===== src/sv/assert_macros.svh =====
// Assertion helpers, included by the cook timer controller unit.
`ifndef ASSERT_MACROS_SVH
`define ASSERT_MACROS_SVH

// Implication checked at every rising edge outside reset.
`define ASSERT_IMPLY(label, clk, rst_n, ante, cons, msg) \
	label: assert property (@(posedge clk) disable iff (!rst_n) (ante) |-> (cons)) \
		else $error(msg);

// Condition that must never be seen outside reset.
`define ASSERT_NEVER(label, clk, rst_n, cond, msg) \
	label: assert property (@(posedge clk) disable iff (!rst_n) !(cond)) \
		else $error(msg);

`endif


===== src/sv/ctc_pkg.sv =====
package ctc_pkg;

	// Default largest cook time in seconds.
	localparam int unsigned MAX_SECONDS_DEF = 5999;

	// Register reset values.
	localparam logic [9:0] TPS_RESET = 10'd100;
	localparam logic [3:0] FT_RESET = 4'd6;

	// Register indexes, taken from paddr bit 2.
	localparam logic REG_TPS = 1'b0;
	localparam logic REG_FT  = 1'b1;

	// Minutes and seconds split.
	localparam int unsigned SEC_PER_MIN = 60;
	localparam logic [5:0] SEC_LAST = 6'd59;

	// Reciprocal of 60 scaled by 2^19; exact for every 13-bit value.
	localparam logic [13:0] DIV60_MUL = 14'd8739;
	localparam int unsigned DIV60_SHIFT = 19;

	// Command codes.
	localparam logic CMD_TICK  = 1'b0;
	localparam logic CMD_START = 1'b1;

	// Controller phase, also the phase output code.
	typedef enum logic [2:0] {
		PH_IDLE   = 3'd0,
		PH_COOK   = 3'd1,
		PH_WAIT   = 3'd2,
		PH_PAUSE  = 3'd3,
		PH_FINISH = 3'd4
	} ctc_mode_t;

	// Button and door levels of one word.
	typedef struct packed {
		logic stop;
		logic start;
		logic door;
	} ctc_btn_t;

	// Drive levels and event flags of one result word.
	typedef struct packed {
		logic lamp;
		logic buzzer;
		logic done;
		logic cancel;
	} ctc_flag_t;

endpackage


===== src/sv/ctc_cvt.sv =====
// Saturates the cook time and splits it into minutes and seconds.
module ctc_cvt
	import ctc_pkg::*;
#(
	parameter int unsigned MAX_SECONDS = MAX_SECONDS_DEF
) (
	input  logic [12:0]                                      cook_seconds,
	output logic [$clog2(MAX_SECONDS / SEC_PER_MIN + 2)-1:0] minutes,
	output logic [5:0]                                       seconds
);

	localparam int MIN_W = $clog2(MAX_SECONDS / SEC_PER_MIN + 2);

	logic [12:0] sat;
	logic [26:0] prod;
	logic [7:0]  quot;
	logic [12:0] rem;

	// Clamp to the largest cook time.
	assign sat = (cook_seconds > 13'(MAX_SECONDS)) ? 13'(MAX_SECONDS) : cook_seconds;

	// Divide by 60 through a reciprocal multiply, then take the remainder.
	assign prod    = 27'(sat) * 27'(DIV60_MUL);
	assign quot    = prod[26:DIV60_SHIFT];
	assign rem     = sat - 13'(quot) * 13'(SEC_PER_MIN);
	assign minutes = MIN_W'(quot);
	assign seconds = rem[5:0];

endmodule


===== src/sv/ctc_core.sv =====
// Controller state and its next-state logic, one word per enabled cycle.
module ctc_core
	import ctc_pkg::*;
#(
	parameter int unsigned MAX_SECONDS = MAX_SECONDS_DEF
) (
	input  logic                                             clk,
	input  logic                                             arst_n,
	input  logic                                             en,
	input  logic                                             command,
	input  logic [$clog2(MAX_SECONDS / SEC_PER_MIN + 2)-1:0] in_min,
	input  logic [5:0]                                       in_sec,
	input  ctc_btn_t                                         btn,
	input  logic [9:0]                                       tps,
	input  logic [3:0]                                       ftog,
	output ctc_mode_t                                        mode_d,
	output ctc_flag_t                                        flag_d,
	output logic [$clog2(MAX_SECONDS / SEC_PER_MIN + 2)-1:0] min_d,
	output logic [5:0]                                       sec_d
);

	localparam int MIN_W = $clog2(MAX_SECONDS / SEC_PER_MIN + 2);

	ctc_mode_t        mode_q;
	logic [9:0]       tick_q, tick_d;
	logic [MIN_W-1:0] min_q;
	logic [5:0]       sec_q;
	logic [3:0]       tog_q, tog_d;
	logic             lamp_q, buz_q;
	logic [9:0]       pause_q, pause_d;

	logic [9:0]       tick_inc;
	logic             tick_wrap;
	logic [MIN_W-1:0] dec_min;
	logic [5:0]       dec_sec;
	logic             dec_zero;
	logic             do_cook;
	logic             in_pause;
	logic             from_wait;
	logic [9:0]       pause_inc;

	// State register.
	always_ff @(posedge clk or negedge arst_n) begin
		if (!arst_n) begin
			mode_q  <= PH_IDLE;
			tick_q  <= '0;
			min_q   <= '0;
			sec_q   <= '0;
			tog_q   <= '0;
			lamp_q  <= 1'b0;
			buz_q   <= 1'b0;
			pause_q <= '0;
		end else if (en) begin
			mode_q  <= mode_d;
			tick_q  <= tick_d;
			min_q   <= min_d;
			sec_q   <= sec_d;
			tog_q   <= tog_d;
			lamp_q  <= flag_d.lamp;
			buz_q   <= flag_d.buzzer;
			pause_q <= pause_d;
		end
	end

	// Shared tick counter step and the one-second countdown step.
	assign tick_inc  = tick_q + 10'd1;
	assign tick_wrap = (tick_inc >= tps);
	assign dec_zero  = (min_q == '0) && (sec_q <= 6'd1);

	always_comb begin
		dec_min = min_q;
		dec_sec = sec_q;
		if (sec_q != '0) begin
			dec_sec = sec_q - 6'd1;
		end else if (min_q != '0) begin
			dec_min = min_q - MIN_W'(1);
			dec_sec = SEC_LAST;
		end
	end

	// Next state and result flags.
	always_comb begin
		mode_d        = mode_q;
		tick_d        = tick_q;
		min_d         = min_q;
		sec_d         = sec_q;
		tog_d         = tog_q;
		flag_d.lamp   = lamp_q;
		flag_d.buzzer = buz_q;
		flag_d.done   = 1'b0;
		flag_d.cancel = 1'b0;
		pause_d       = pause_q;
		pause_inc     = '0;
		do_cook       = 1'b0;
		in_pause      = 1'b0;
		from_wait     = 1'b0;

		if (command == CMD_START) begin
			// A start word loads the time and enters cooking or finishing, and only when idle.
			if (mode_q == PH_IDLE) begin
				min_d  = in_min;
				sec_d  = in_sec;
				tick_d = '0;
				if ((in_min == '0) && (in_sec == '0)) begin
					mode_d        = PH_FINISH;
					tog_d         = 4'd1;
					flag_d.lamp   = 1'b0;
					flag_d.buzzer = 1'b0;
					flag_d.done   = 1'b1;
				end else begin
					mode_d      = PH_COOK;
					flag_d.lamp = 1'b1;
				end
			end
		end else begin
			unique case (mode_q)
				PH_COOK: begin
					if (btn.stop || !btn.door) begin
						mode_d    = PH_WAIT;
						in_pause  = !btn.stop;
						from_wait = !btn.stop;
					end else begin
						do_cook = 1'b1;
					end
				end
				PH_WAIT: begin
					in_pause  = !btn.stop;
					from_wait = !btn.stop;
				end
				PH_PAUSE: begin
					in_pause = 1'b1;
				end
				PH_FINISH: begin
					if (tick_wrap) begin
						tick_d = '0;
						if (tog_q >= ftog) begin
							flag_d.lamp   = 1'b0;
							flag_d.buzzer = 1'b0;
							tog_d         = '0;
							mode_d        = PH_IDLE;
						end else begin
							flag_d.lamp   = !lamp_q;
							flag_d.buzzer = !buz_q;
							tog_d         = tog_q + 4'd1;
						end
					end else begin
						tick_d = tick_inc;
					end
				end
				default: begin
					mode_d = PH_IDLE;
				end
			endcase

			// Pause blink counter restarts when the pause is entered from cooking or the wait phase.
			pause_inc = (from_wait ? 10'd0 : pause_q) + 10'd1;

			// Paused: resume, cancel or blink.
			if (in_pause) begin
				priority if (btn.start && btn.door) begin
					mode_d      = PH_COOK;
					flag_d.lamp = 1'b1;
					do_cook     = 1'b1;
					if (from_wait) begin
						pause_d = '0;
					end
				end else if (btn.stop) begin
					mode_d        = PH_IDLE;
					flag_d.lamp   = 1'b0;
					min_d         = '0;
					sec_d         = '0;
					tick_d        = '0;
					pause_d       = '0;
					flag_d.cancel = 1'b1;
				end else begin
					mode_d = PH_PAUSE;
					if (pause_inc >= tps) begin
						pause_d     = '0;
						flag_d.lamp = !lamp_q;
					end else begin
						pause_d = pause_inc;
					end
				end
			end

			// One cooking tick, ending the countdown when it reaches zero.
			if (do_cook) begin
				if (tick_wrap) begin
					tick_d = '0;
					min_d  = dec_min;
					sec_d  = dec_sec;
					if (dec_zero) begin
						mode_d        = PH_FINISH;
						min_d         = '0;
						sec_d         = '0;
						tog_d         = 4'd1;
						flag_d.lamp   = 1'b0;
						flag_d.buzzer = 1'b0;
						flag_d.done   = 1'b1;
					end
				end else begin
					tick_d = tick_inc;
				end
			end
		end
	end

endmodule


===== src/sv/cook_timer_controller_unit.sv =====
// Cook timer controller.
// Input channel (in_valid/in_stall): each word is a 10 ms tick (command 0)
// or a start command (command 1) with cook_seconds; the button and door
// levels ride along with every word. Output channel (out_valid/out_stall):
// exactly one result word per input word, in order, with phase, lamp and
// buzzer levels, remaining time as minutes and seconds, and event pulses.
// A word accepted on the input channel lands in the input register; once the
// output register is free or being drained, it updates the controller state
// and loads the output register. Throughput is one word per cycle while
// out_stall allows, set by the single state update between the two registers.
// When out_stall holds a pending result, the input register keeps its word
// and in_stall rises in the same cycle; no word is lost or dropped.
// The APB port sets ticks_per_second (address 0) and finish_toggles
// (address 4); write them only while no word is in flight.
// Reset (arst_n low) returns the controller to idle with the lamp and
// buzzer off, clears the pipeline valids and restores the register defaults.
module cook_timer_controller_unit
	import ctc_pkg::*;
#(
	parameter int unsigned MAX_SECONDS = MAX_SECONDS_DEF
) (
	input  logic        clk,
	input  logic        arst_n,
	// Input channel.
	input  logic        in_valid,
	output logic        in_stall,
	input  logic        command,
	input  logic [12:0] cook_seconds,
	input  logic        stop_pressed,
	input  logic        start_pressed,
	input  logic        door_closed,
	// Output channel.
	output logic        out_valid,
	input  logic        out_stall,
	output logic [2:0]  phase,
	output logic        lamp_on,
	output logic        buzzer_on,
	output logic [6:0]  show_minutes,
	output logic [5:0]  show_seconds,
	output logic        done_pulse,
	output logic        cancel_pulse,
	// Configuration port.
	input  logic        psel,
	input  logic        penable,
	input  logic        pwrite,
	input  logic [2:0]  paddr,
	input  logic [31:0] pwdata,
	output logic [31:0] prdata,
	output logic        pready
);

	`include "assert_macros.svh"

	localparam int MIN_W = $clog2(MAX_SECONDS / SEC_PER_MIN + 2);

	logic [9:0]       tps_q;
	logic [3:0]       ft_q;

	logic [MIN_W-1:0] cvt_min;
	logic [5:0]       cvt_sec;

	logic             valid_s1;
	logic             cmd_s1;
	logic [MIN_W-1:0] min_s1;
	logic [5:0]       sec_s1;
	ctc_btn_t         btn_s1;

	logic             adv;
	ctc_mode_t        mode_d;
	ctc_flag_t        flag_d;
	logic [MIN_W-1:0] min_d;
	logic [5:0]       sec_d;

	logic             out_valid_q;
	ctc_mode_t        mode_q;
	ctc_flag_t        flag_q;
	logic [MIN_W-1:0] min_q;
	logic [5:0]       sec_q;

	// Configuration registers.
	assign pready = 1'b1;

	always_ff @(posedge clk or negedge arst_n) begin
		if (!arst_n) begin
			tps_q <= TPS_RESET;
			ft_q  <= FT_RESET;
		end else if (psel && penable && pwrite) begin
			unique case (paddr[2])
				REG_TPS: tps_q <= pwdata[9:0];
				REG_FT:  ft_q  <= pwdata[3:0];
				default: ;
			endcase
		end
	end

	always_comb begin
		unique case (paddr[2])
			REG_TPS: prdata = {22'd0, tps_q};
			REG_FT:  prdata = {28'd0, ft_q};
			default: prdata = '0;
		endcase
	end

	// Split the incoming cook time before it is registered.
	ctc_cvt #(
		.MAX_SECONDS(MAX_SECONDS)
	) u_cvt (
		.cook_seconds(cook_seconds),
		.minutes     (cvt_min),
		.seconds     (cvt_sec)
	);

	// Pipeline advances whenever the output register is free or being drained.
	assign adv      = !out_valid_q || !out_stall;
	assign in_stall = valid_s1 && !adv;

	// Input register.
	always_ff @(posedge clk or negedge arst_n) begin
		if (!arst_n) begin
			valid_s1 <= 1'b0;
		end else if (!in_stall) begin
			valid_s1 <= in_valid;
		end
	end

	always_ff @(posedge clk) begin
		if (in_valid && !in_stall) begin
			cmd_s1       <= command;
			min_s1       <= cvt_min;
			sec_s1       <= cvt_sec;
			btn_s1.stop  <= stop_pressed;
			btn_s1.start <= start_pressed;
			btn_s1.door  <= door_closed;
		end
	end

	// Controller state update.
	ctc_core #(
		.MAX_SECONDS(MAX_SECONDS)
	) u_core (
		.clk    (clk),
		.arst_n (arst_n),
		.en     (valid_s1 && adv),
		.command(cmd_s1),
		.in_min (min_s1),
		.in_sec (sec_s1),
		.btn    (btn_s1),
		.tps    (tps_q),
		.ftog   (ft_q),
		.mode_d (mode_d),
		.flag_d (flag_d),
		.min_d  (min_d),
		.sec_d  (sec_d)
	);

	// Output register.
	always_ff @(posedge clk or negedge arst_n) begin
		if (!arst_n) begin
			out_valid_q <= 1'b0;
		end else if (adv) begin
			out_valid_q <= valid_s1;
		end
	end

	always_ff @(posedge clk) begin
		if (valid_s1 && adv) begin
			mode_q <= mode_d;
			flag_q <= flag_d;
			min_q  <= min_d;
			sec_q  <= sec_d;
		end
	end

	assign out_valid    = out_valid_q;
	assign phase        = mode_q;
	assign lamp_on      = flag_q.lamp;
	assign buzzer_on    = flag_q.buzzer;
	assign show_minutes = 7'(min_q);
	assign show_seconds = sec_q;
	assign done_pulse   = flag_q.done;
	assign cancel_pulse = flag_q.cancel;

	// Checks on the controller results.
	`ASSERT_NEVER(a_one_event, clk, arst_n, out_valid && done_pulse && cancel_pulse, "done and cancel together")
	`ASSERT_IMPLY(a_zero_time, clk, arst_n, out_valid && (phase == PH_IDLE || phase == PH_FINISH), show_minutes == 7'd0 && show_seconds == 6'd0, "time shown while idle or finishing")
	`ASSERT_IMPLY(a_buzzer_phase, clk, arst_n, out_valid && buzzer_on, phase == PH_FINISH, "buzzer outside finishing")
	`ASSERT_IMPLY(a_stall_src, clk, arst_n, in_stall, valid_s1 && out_valid_q, "input stalled with a free pipeline")

endmodule


===== config.mk =====
export PLATFORM = sky130hd
export DESIGN_NAME = cook_timer_controller_unit
export DESIGN_NICKNAME = d
export VERILOG_FILES = /design/src/sv/ctc_pkg.sv /design/src/sv/ctc_cvt.sv /design/src/sv/ctc_core.sv /design/src/sv/cook_timer_controller_unit.sv
export VERILOG_INCLUDE_DIRS = /design/src /design/src/sv
export SDC_FILE = /design/constraint.sdc
export NUM_CORES = 1
export LEC_CHECK = 0
export BUFFER_PORTS_ARGS = -buffer_cell sky130_fd_sc_hd__buf_4
export CORE_MARGIN = 3
export CORE_UTILIZATION = 55
export DETAILED_ROUTE_END_ITERATION = 10
export GPL_ROUTABILITY_DRIVEN = 0
export PLACE_DENSITY_LB_ADDON = 0.3
export SYNTH_ARGS = -nofsm -noshare
export SYNTH_HDL_FRONTEND = slang
export SYNTH_HIERARCHICAL = 1
export SYNTH_SLANG_ARGS = --single-unit

===== constraint.sdc =====
create_clock -name clk -period 3.6 [get_ports clk]
set_input_delay 0.18 -clock clk [delete_from_list [all_inputs] [get_ports clk]]
set_output_delay 0.18 -clock clk [all_outputs]
set_load 0.01 [all_outputs]

After elaboration in Yosys (flattened, before gate mapping)
Cells that the tools add are included.
Widths: inputs -> output; s select.
{"block": "totals", "regBits": 95, "latchBits": 0, "ram_bits": 0, "rom_bits": 0, "inputBits": 59, "out_inout_bits": 55, "wordCells": 159, "n_memories": 0}
{"block": "classes", "addsub": 6, "mul": 2, "div": 0, "order_cmp": 5, "n_eq_ne": 6, "shift": 0, "mux": 81, "bitwise_logic": 3, "reduce_logical": 31}
{"op": "$mux 10", "n": 12}
{"op": "$mux 7", "n": 10}
{"op": "$pmux 32 s2", "n": 1}
{"op": "$mux 6", "n": 10}
{"op": "$mux 3", "n": 16}
{"op": "$mux 4", "n": 9}
{"op": "$mul 13x14->27 const B", "n": 1}
{"op": "$add 10x1->10 const B", "n": 2}
{"op": "$ge 10x10->1", "n": 2}
{"op": "$logic_not 7->1", "n": 2}
{"op": "$mux 1", "n": 14}
{"op": "$gt 13x13->1 const B", "n": 1}
{"op": "$mux 13", "n": 1}
{"op": "$mux 2", "n": 5}
{"op": "$pmux 3 s3", "n": 1}
{"op": "$logic_and 1x1->1", "n": 8}
{"op": "$logic_not 1->1", "n": 8}
{"op": "$mul 8x4->4 const B", "n": 1}
{"op": "$reduce_bool 7->1", "n": 1}
{"op": "$sub 7x1->7 const B", "n": 1}
{"op": "$eq 3x2->1 const B", "n": 2}
{"op": "$le 6x1->1 const B", "n": 1}
{"op": "$logic_not 6->1", "n": 1}
{"op": "$reduce_and 2->1", "n": 3}
{"op": "other kinds (16)", "n": 21}

Longest topological paths before layout
Gate-level depths: netlist of run 1.
{"block": "logic_depth", "depth_word": 16, "mapped_depth": 28}

Modules after synthesis
Netlist of run 1, hierarchy kept.
{"module": "ctc_core", "instances": 1, "cells_per_inst": 470, "area_per_inst_um2": 3856.2, "seq_area_each_um2": 1051.0}
{"module": "ctc_cvt", "instances": 1, "cells_per_inst": 274, "area_per_inst_um2": 2309.7, "seq_area_each_um2": 0.0}
{"module": "cook_timer_controller_unit", "instances": 1, "cells_per_inst": 112, "area_per_inst_um2": 2058.2, "seq_area_each_um2": 1517.7}

Least setup slack after synthesis of run 1
Ideal clock, no wire load.
{"block": "synth_path", "path_type": "input port to flip-flop", "from": "input port cook_seconds[5]", "to": "register sec_s1[5], data pin", "setup_ns": 0.261, "t_arrival_ns": 6.291, "t_required_ns": 3.339, "setup_slack_ns": -2.953, "cell_stages": 27, "cell_sequence": "a311oi_2 or3_1 buf_6 or2b_2 ha_1 inv_1 fa_1 inv_1 fa_1 inv_1 fa_1 inv_1 ha_1 nand2_1 o21ai_0 a31oi_1 o21ai_0 xor2_1 ha_1 ha_1 ha_1 inv_1 ha_1 a21oi_1 xnor3_1 nor4_1 nor2_1"}
{"block": "synth_via", "elab_chain_len": 5}
{"element": "start, declared", "line_no": "cook_timer_controller_unit.sv:28", "source": "input logic [12:0] cook_seconds,"}
{"element": "$gt 13x13->1", "line_no": "ctc_cvt.sv:20", "source": "assign sat = (cook_seconds > 13'(MAX_SECONDS)) ? 13'(MAX_SECONDS) : cook_seconds;"}
{"element": "$mux 13 *", "line_no": "ctc_cvt.sv:20"}
{"element": "$mul 13x14->27 *", "line_no": "ctc_cvt.sv:23", "source": "assign prod = 27'(sat) * 27'(DIV60_MUL);"}
{"element": "named net cvt_min[1]", "line_no": "cook_timer_controller_unit.sv:59", "source": "logic [MIN_W-1:0] cvt_min;"}
{"element": "$mul 8x4->4 *", "line_no": "ctc_cvt.sv:25", "source": "assign rem = sat - 13'(quot) * 13'(SEC_PER_MIN);"}
{"element": "$sub 6x6->6 *", "line_no": "ctc_cvt.sv:25"}
{"element": "named net cvt_sec[5]", "line_no": "cook_timer_controller_unit.sv:60", "source": "logic [5:0] cvt_sec;"}
{"element": "end signal, assigned", "line_no": "cook_timer_controller_unit.sv:130", "source": "sec_s1 <= cvt_sec;"}
{"element": "end, declared", "line_no": "cook_timer_controller_unit.sv:65", "source": "logic [5:0] sec_s1;"}
The timed path passes the listed nets; every way through them passes the cells marked *.
A chain may end at the register's enable or synchronous reset.

Worst setup path after layout of run 1
Same ends and word-level chain as after synthesis.

==> flow_summary.yaml, run 1 <==
synthesis:
  syn_area_per_cell_um2: 9.61
  yosys.area_share.adder_pct: 20.7
  synth_seq_area_share_pct: 31.2
  synth_top_family_by_area: "adder cells"
  ys_types: 91
  synthSimpleGateAreaFrac_pct: 15.9
  yosysTopAreaCellShare_pct: 16.1
  synth.area.mux_share_pct: 3.42
  yosysTopAreaCell: "dfrtp_1"
  syn_inst: 856
  synth_area_mm2: 0.00822
  synth_common_cells: "ha_1, inv_1, nand2_1"
  synth_compound_area_share_pct: 17.1
  async_flop_share_pct: 61.1
  synth_xor_area_share_pct: 3.15
  synth_area_leaders: "dfrtp_1, ha_1, edfxtp_1"
  ys.flop_type: "dfrtp_1"
  ys_seq_elements: 95
  synth_edf_count: 37
  yosysWarnings: 6
  synth_most_common_cell: "ha_1"
die:
  start_util_pct: 56.4
  ioPinCount: 114
  die_area_mm2: 0.0165
  die_width_um: 128
  coreArea_mm2: 0.0146
  die_y_um: 128
  rows: 44
power:
  p_leak_nw: 4.90
  power.density_mw_per_mm2: 631
  p_total_mw: 6.44
  peakVddDrop_mv: 0.446
placement:
  pre_cts_ws_ns: -2.73
  port_buffers: 66
  dp_hpwl_mm: 15.0
  place_area_mm2: 0.00948
clock_network:
  cts_max_level: 3
  cts-buffers-inserted: 9
  clock-sinks: 95
  path_clk_slew_ns: 0.06
  cts_tree: "done"
  clock_path_buffers: 2
  insertion_delay_ns: 0.34
  cts_root_buf: "clkbuf_16"
setup_path:
  reg2reg_from: "u_core/tick_q[4]"
  cp.required_ns: 3.69
  critPathCaptureType: "flip-flop"
  cp.arrival_ns: 5.93
  cp-startpoint: "cook_seconds[5]"
  crit_path_end: "sec_s1[5]"
  r2r_cells: 15
  critPathMaxFanout: 4
  worst_r2r_endpoint: "show_minutes[2]"
  worstSetupPathType: "in -> reg"
  start_kind: "primary input"
  worst-r2r-setup-slack_ns: 0.21
routing:
  via_per_inst: 5.73
  wl_per_cell_um: 16.6
  first_iter_violations: 607
  routed_wl_mm: 19.9
  drc: 0
  antenna_left: 0
  vias: 6852
  dr.pass1.iters: 5
sta:
  setup_viol: 11
  clock_skew_ns: 0.00691
  hold_viol: 0
  whs_ns: 0.0304
  timing.fmax_ghz: 0.171
  rsz0062_at_grt: "yes"
  min_period_ns: 5.84
  worst_slack_ns: -2.24
  slew_headroom_pct: 41.2
  worstMarginPinSlew_ns: 0.879
  finalCritPeriodShare_pct: 162
  slew_viol_final: 0
outcome:
  violations: "setup timing"
  status: "complete, but fails checks"
grt:
  grt_max_degree: 59
  antenna_found_initial: 0
  grt_pass1_vias: 6624
  grt_pass1_wl_mm: 32.0
  grt_overflow_total: 0
  grt_util_all_layers_pct: 24.0
final_layout:
  n_fill_cell: 1073
  fin_area_mm2: 0.0102
  drive_gt1_share_pct: 29.1
  diodes: 0
  area_growth_pct: 24.2
  layout.nets: 1190
hold_path:
  hp-class: "in -> reg"
job:
  max-cap-violations: 0
-- stage by stage --
step / setup TNS, ns / cells / utilization, %
3_3_place_gp: -14.43 / 1170 / 65.0
3_5_place_dp: -15.33 / 1170 / 65.0
6_report: -10.34 / 1196 / 70.0
5_1_grt: -12.11 / 1196 / 70.0
4_1_cts: -9.76 / 1193 / 69.0
2_1_floorplan: -10.93 / 877 / -
-- layer usage --
layer,vias up,GRT usage [%],wire length (um)
met2,209,40.8,9930
met3,41,3.83,968
met1,3271,30.9,8540
li1,3331,-,-
met4,0,8.86,449
met5,-,0,0
-- timing repair --
item | 4_1_cts | 5_1_grt
setup endpoints to repair | 11 | 27
buffers inserted | 7 | 5
cloned | 0 | 0
hold endpoints to repair | 53 | 1
resized for setup | 42 | 27
pin swaps | 30 | 18
hold buffers | 1 | 1
-- sequential cells by signal, indices dropped and copies added (netlist names), 3 cells and up --
name / flops
show_minutes: 7
btn_s1: 3
u_core/tick_q: 10
show_seconds: 6
u_core/sec_q: 6
sec_s1: 6
u_core/mode_q: 3
ft_q: 4
min_s1: 7
tps_q: 10
u_core/tog_q: 4
u_core/min_q: 7
phase: 3
u_core/pause_q: 10
-- report_power, final --
group          total, mW  switching, mW  internal, mW
combinational       3.83           1.87          1.96
sequential          1.66          0.226          1.44
clock              0.953          0.396         0.557
-- cells by family (layout without fill, tap and decap cells) --
group,Yosys count,after routing
muxes,22,22
adders and majority gates,124,124
DFF,95,95
and+or+nand+nor,244,244
xor gates and xnor gates,28,28
AOI/OAI and AO/OA,196,196
other,2,23
buffers and inverters,145,280
-- layout by cell type, fill, tap and decap left out, types with 6 or more instances in the layout --
| cell type | Yosys | layout |
|---|---|---|
| inv_2 | 1 | 10 |
| conb_1 | 2 | 23 |
| o21ai_0 | 37 | 31 |
| nor2b_1 | 9 | 9 |
| nor3_1 | 14 | 14 |
| clkbuf_16 | 0 | 9 |
| xor2_1 | 10 | 9 |
| nand4_1 | 10 | 10 |
| dfrtp_1 | 53 | 52 |
| and3_1 | 9 | 9 |
| edfxtp_1 | 37 | 37 |
| a22o_1 | 16 | 16 |
| and2_1 | 6 | 6 |
| nand2_1 | 65 | 63 |
| a221o_1 | 11 | 11 |
| nand3_1 | 22 | 21 |
| ha_1 | 104 | 94 |
| a21oi_2 | 3 | 7 |
| mux2_2 | 9 | 9 |
| a21o_1 | 14 | 14 |
| mux2_4 | 10 | 10 |
| fa_1 | 20 | 19 |
| a211oi_1 | 7 | 6 |
| inv_1 | 94 | 85 |
| buf_4 | 25 | 158 |
| nand2b_1 | 10 | 10 |
| xnor2_1 | 17 | 14 |
| o22ai_1 | 8 | 8 |
| nor2_1 | 53 | 50 |
| a21oi_1 | 39 | 33 |
| ha_4 | 0 | 10 |
| o21ai_1 | 6 | 8 |
| buf_6 | 6 | 8 |
-- worst min-delay path by stage --
stage / startpoint / endpoint / slack, ns / cells after the start
global placement: arst_n / u_core/pause_q[9] / 0.31 / 1
CTS: command / cmd_s1 / 0.002 / 1
finish: start_pressed / btn_s1[1] / 0.03 / 1
global route: stop_pressed / btn_s1[2] / 0.02 / 1
floorplan: arst_n / ft_q[0] / -0.12 / 0
detailed placement: arst_n / u_core/pause_q[5] / 0.31 / 1
-- critical path, stage by stage --
cell and delay (ns):
buf_8 0.10, a311oi_4 0.29, or3_4 0.18, or2b_4 0.27, ha_4 0.26, inv_2 0.03
fa_2 0.51, inv_2 0.04, fa_1 0.49, inv_1 0.05, fa_1 0.49, inv_2 0.05
ha_4 0.16, a21oi_2 0.11, nor2_1 0.05, a211oi_1 0.17, o21ai_1 0.11, a2111oi_2 0.30
nor2_1 0.11, ha_1 0.32, ha_1 0.31, ha_1 0.31, inv_2 0.09, ha_4 0.21
a21oi_2 0.12, xnor3_1 0.25, nor4_2 0.26, nor2_1 0.08
-- area by class of cell --
| class | count | area (um^2) | area share (%) |
|---|---|---|---|
| multi-input cells | 637 | 5450 | 53.3 |
| clock buffers | 11 | 243 | 2.38 |
| flip-flops and latches | 95 | 2570 | 25.2 |
| inverters | 95 | 357 | 3.49 |
| repair buffers | 169 | 1310 | 12.8 |
| clock inverters | 5 | 56.3 | 0.551 |
| well taps | 184 | 230 | 2.25 |
No activity file was read; power rests on OpenSTA's default activity.
==> inputs of run 2 (changes only) <==
--- a/config.mk
+++ b/config.mk
@@ -12,6 +12,7 @@
 export DETAILED_ROUTE_END_ITERATION = 10
 export GPL_ROUTABILITY_DRIVEN = 0
 export PLACE_DENSITY_LB_ADDON = 0.3
+export REMOVE_ABC_BUFFERS = 1
 export SYNTH_ARGS = -nofsm -noshare
 export SYNTH_HDL_FRONTEND = slang
 export SYNTH_HIERARCHICAL = 1
==> run 2 against run 1 <==
Net effect: the run still ends with setup timing left; via count rose by 1.6%; worst hold slack is essentially flat; combinational power increased by 19%; critical path depth is the same; sequential cell count stayed put; largest power group unchanged; maximum frequency is 2.3% lower; clock-buffer cell count is the same; non-clock buffer count increased by 4; die area did not move; setup slack got worse by 0.14 ns.
==> flow_summary.yaml, run 2 (synthesized netlist as in run 1, its figures left out) <==
routing:
  routed_wl_mm: 20.7
  drc: 0
  via_per_inst: 5.80
  antenna_left: 0
  first_iter_violations: 628
  dr.pass1.iters: 5
  wl_per_cell_um: 17.2
  vias: 6965
placement:
  port_buffers: 66
  pre_cts_ws_ns: -3.12
  dp_hpwl_mm: 14.7
clock_network:
  path_clk_slew_ns: 0.07
  clock-sinks: 95
  cts-buffers-inserted: 9
  insertion_delay_ns: 0.36
  cts_root_buf: "clkbuf_16"
  clock_path_buffers: 2
  cts_tree: "done"
  cts_max_level: 3
grt:
  grt_util_all_layers_pct: 24.7
  grt_pass1_vias: 6767
  antenna_found_initial: 0
  grt_max_degree: 59
  grt_pass1_wl_mm: 32.6
  grt_overflow_total: 0
outcome:
  status: "complete, but fails checks"
  violations: "setup timing"
setup_path:
  critPathMaxFanout: 2
  critPathCaptureType: "flip-flop"
  path_buf_inv: 6
  crit_path_end: "sec_s1[5]"
  cp.arrival_ns: 6.09
  worstSetupPathType: "in -> reg"
  crit_top_cell: "ha_4"
  cp.depth: 28
  r2r_cells: 14
  reg2reg_from: "u_core/mode_q[0]"
  crit_family: "adder cells"
  cp_slowest_cell: "fa_2"
  start_kind: "primary input"
  cp-startpoint: "cook_seconds[5]"
  crit_path_max_incr_delay_ns: 0.52
  cp.required_ns: 3.71
  worst-r2r-setup-slack_ns: 0.24
  worst_r2r_endpoint: "lamp_on"
final_layout:
  reg.largest.list: "tps_q: 10 flops, u_core/pause_q: 10 flops, u_core/tick_q: 10 flops"
  area_growth_pct: 25.7
  final_common_cell: "buf_4"
  layout.nets: 1194
  diodes: 0
  drive_gt1_share_pct: 30.1
  final_cell_mix: "buf_4, ha_1, inv_1"
sta:
  rsz0062_at_grt: "yes"
  fin_setup_tns_ns: -11.66
  slew_headroom_pct: 37.4
  timing.fmax_ghz: 0.167
  whs_ns: 0.0300
  hold_viol: 0
  clock_skew_ns: 0.0129
  slew_viol_final: 0
  worst_slack_ns: -2.38
  finalCritPeriodShare_pct: 166
  setup_viol: 11
  worstMarginPinSlew_ns: 0.938
  min_period_ns: 5.98
die:
  die_y_um: 128
  die_width_um: 128
  rows: 44
  start_util_pct: 56.4
  ioPinCount: 114
  coreArea_mm2: 0.0146
  die_area_mm2: 0.0165
power:
  p_leak_nw: 4.93
  power.density_mw_per_mm2: 691
  peakVddDrop_mv: 0.429
  p_total_mw: 7.14
hold_path:
  hp-class: "in -> reg"
  worstHoldPathCells: 2
job:
  max-cap-violations: 0
[run 2: cell types whose count changed in the layout (fill, tap and decap cells not counted), moves of 3 or more]
cell / change
buf_4: -9
buf_6: +10
ha_4: +6
dlygate4sd3_1: +3
o21ai_2: -3
ha_1: -6
[run 2: how the worst min path moves through the flow]
stage	slack [ns]	start	endpoint
after floorplan	-0.12	arst_n	ft_q[0]
after CTS	0.02	in_valid	valid_s1
after detailed placement	0.32	arst_n	u_core/pause_q[8]
after global routing	0.03	in_valid	valid_s1
final	0.03	in_valid	valid_s1
after global placement	0.31	arst_n	u_core/pause_q[8]
[run 2: area by class of cell]
type,count,area [um^2]
fillers,1074,4250
well taps,184,230
inverters,95,359
clock buffers,11,243
repair buffers,173,1390
multi-input cells,637,5520
flip-flops and latches,95,2570
clock inverters,5,32.5
[run 2: what timing repair did]
item / in CTS / in global routing
resized for setup: 64 / 47
hold endpoints to repair: 57 / 0
endpoints found under the setup margin: 11 / 14
pin swaps: 38 / 29
hold buffers: 5 / 0
setup buffers: 14 / 14
[run 2: through the flow]
stage               utilization (%)  cell area [um^2]  cells
detailed placement             64.0              9340   1162
finish                         70.8             10300   1200
global route                   70.8             10300   1200
global placement               64.0              9340   1162
floorplan                         -              7970    827
CTS                            69.0             10100   1193
[run 2: where the power goes]
group	leakage [nW]	internal [mW]	switching (mW)
Sequential	1.08	1.44	0.223
Combinational	3.71	2.47	2.09
Clock	0.138	0.488	0.420
[run 2: metal layers]
layer	share of wire, %	global-route usage (%)	routed length, um
met1	43	33.1	8990
met2	49	40.5	10100
met3	4.1	3.00	846
met4	3.4	10.5	707
met5	0	0	0
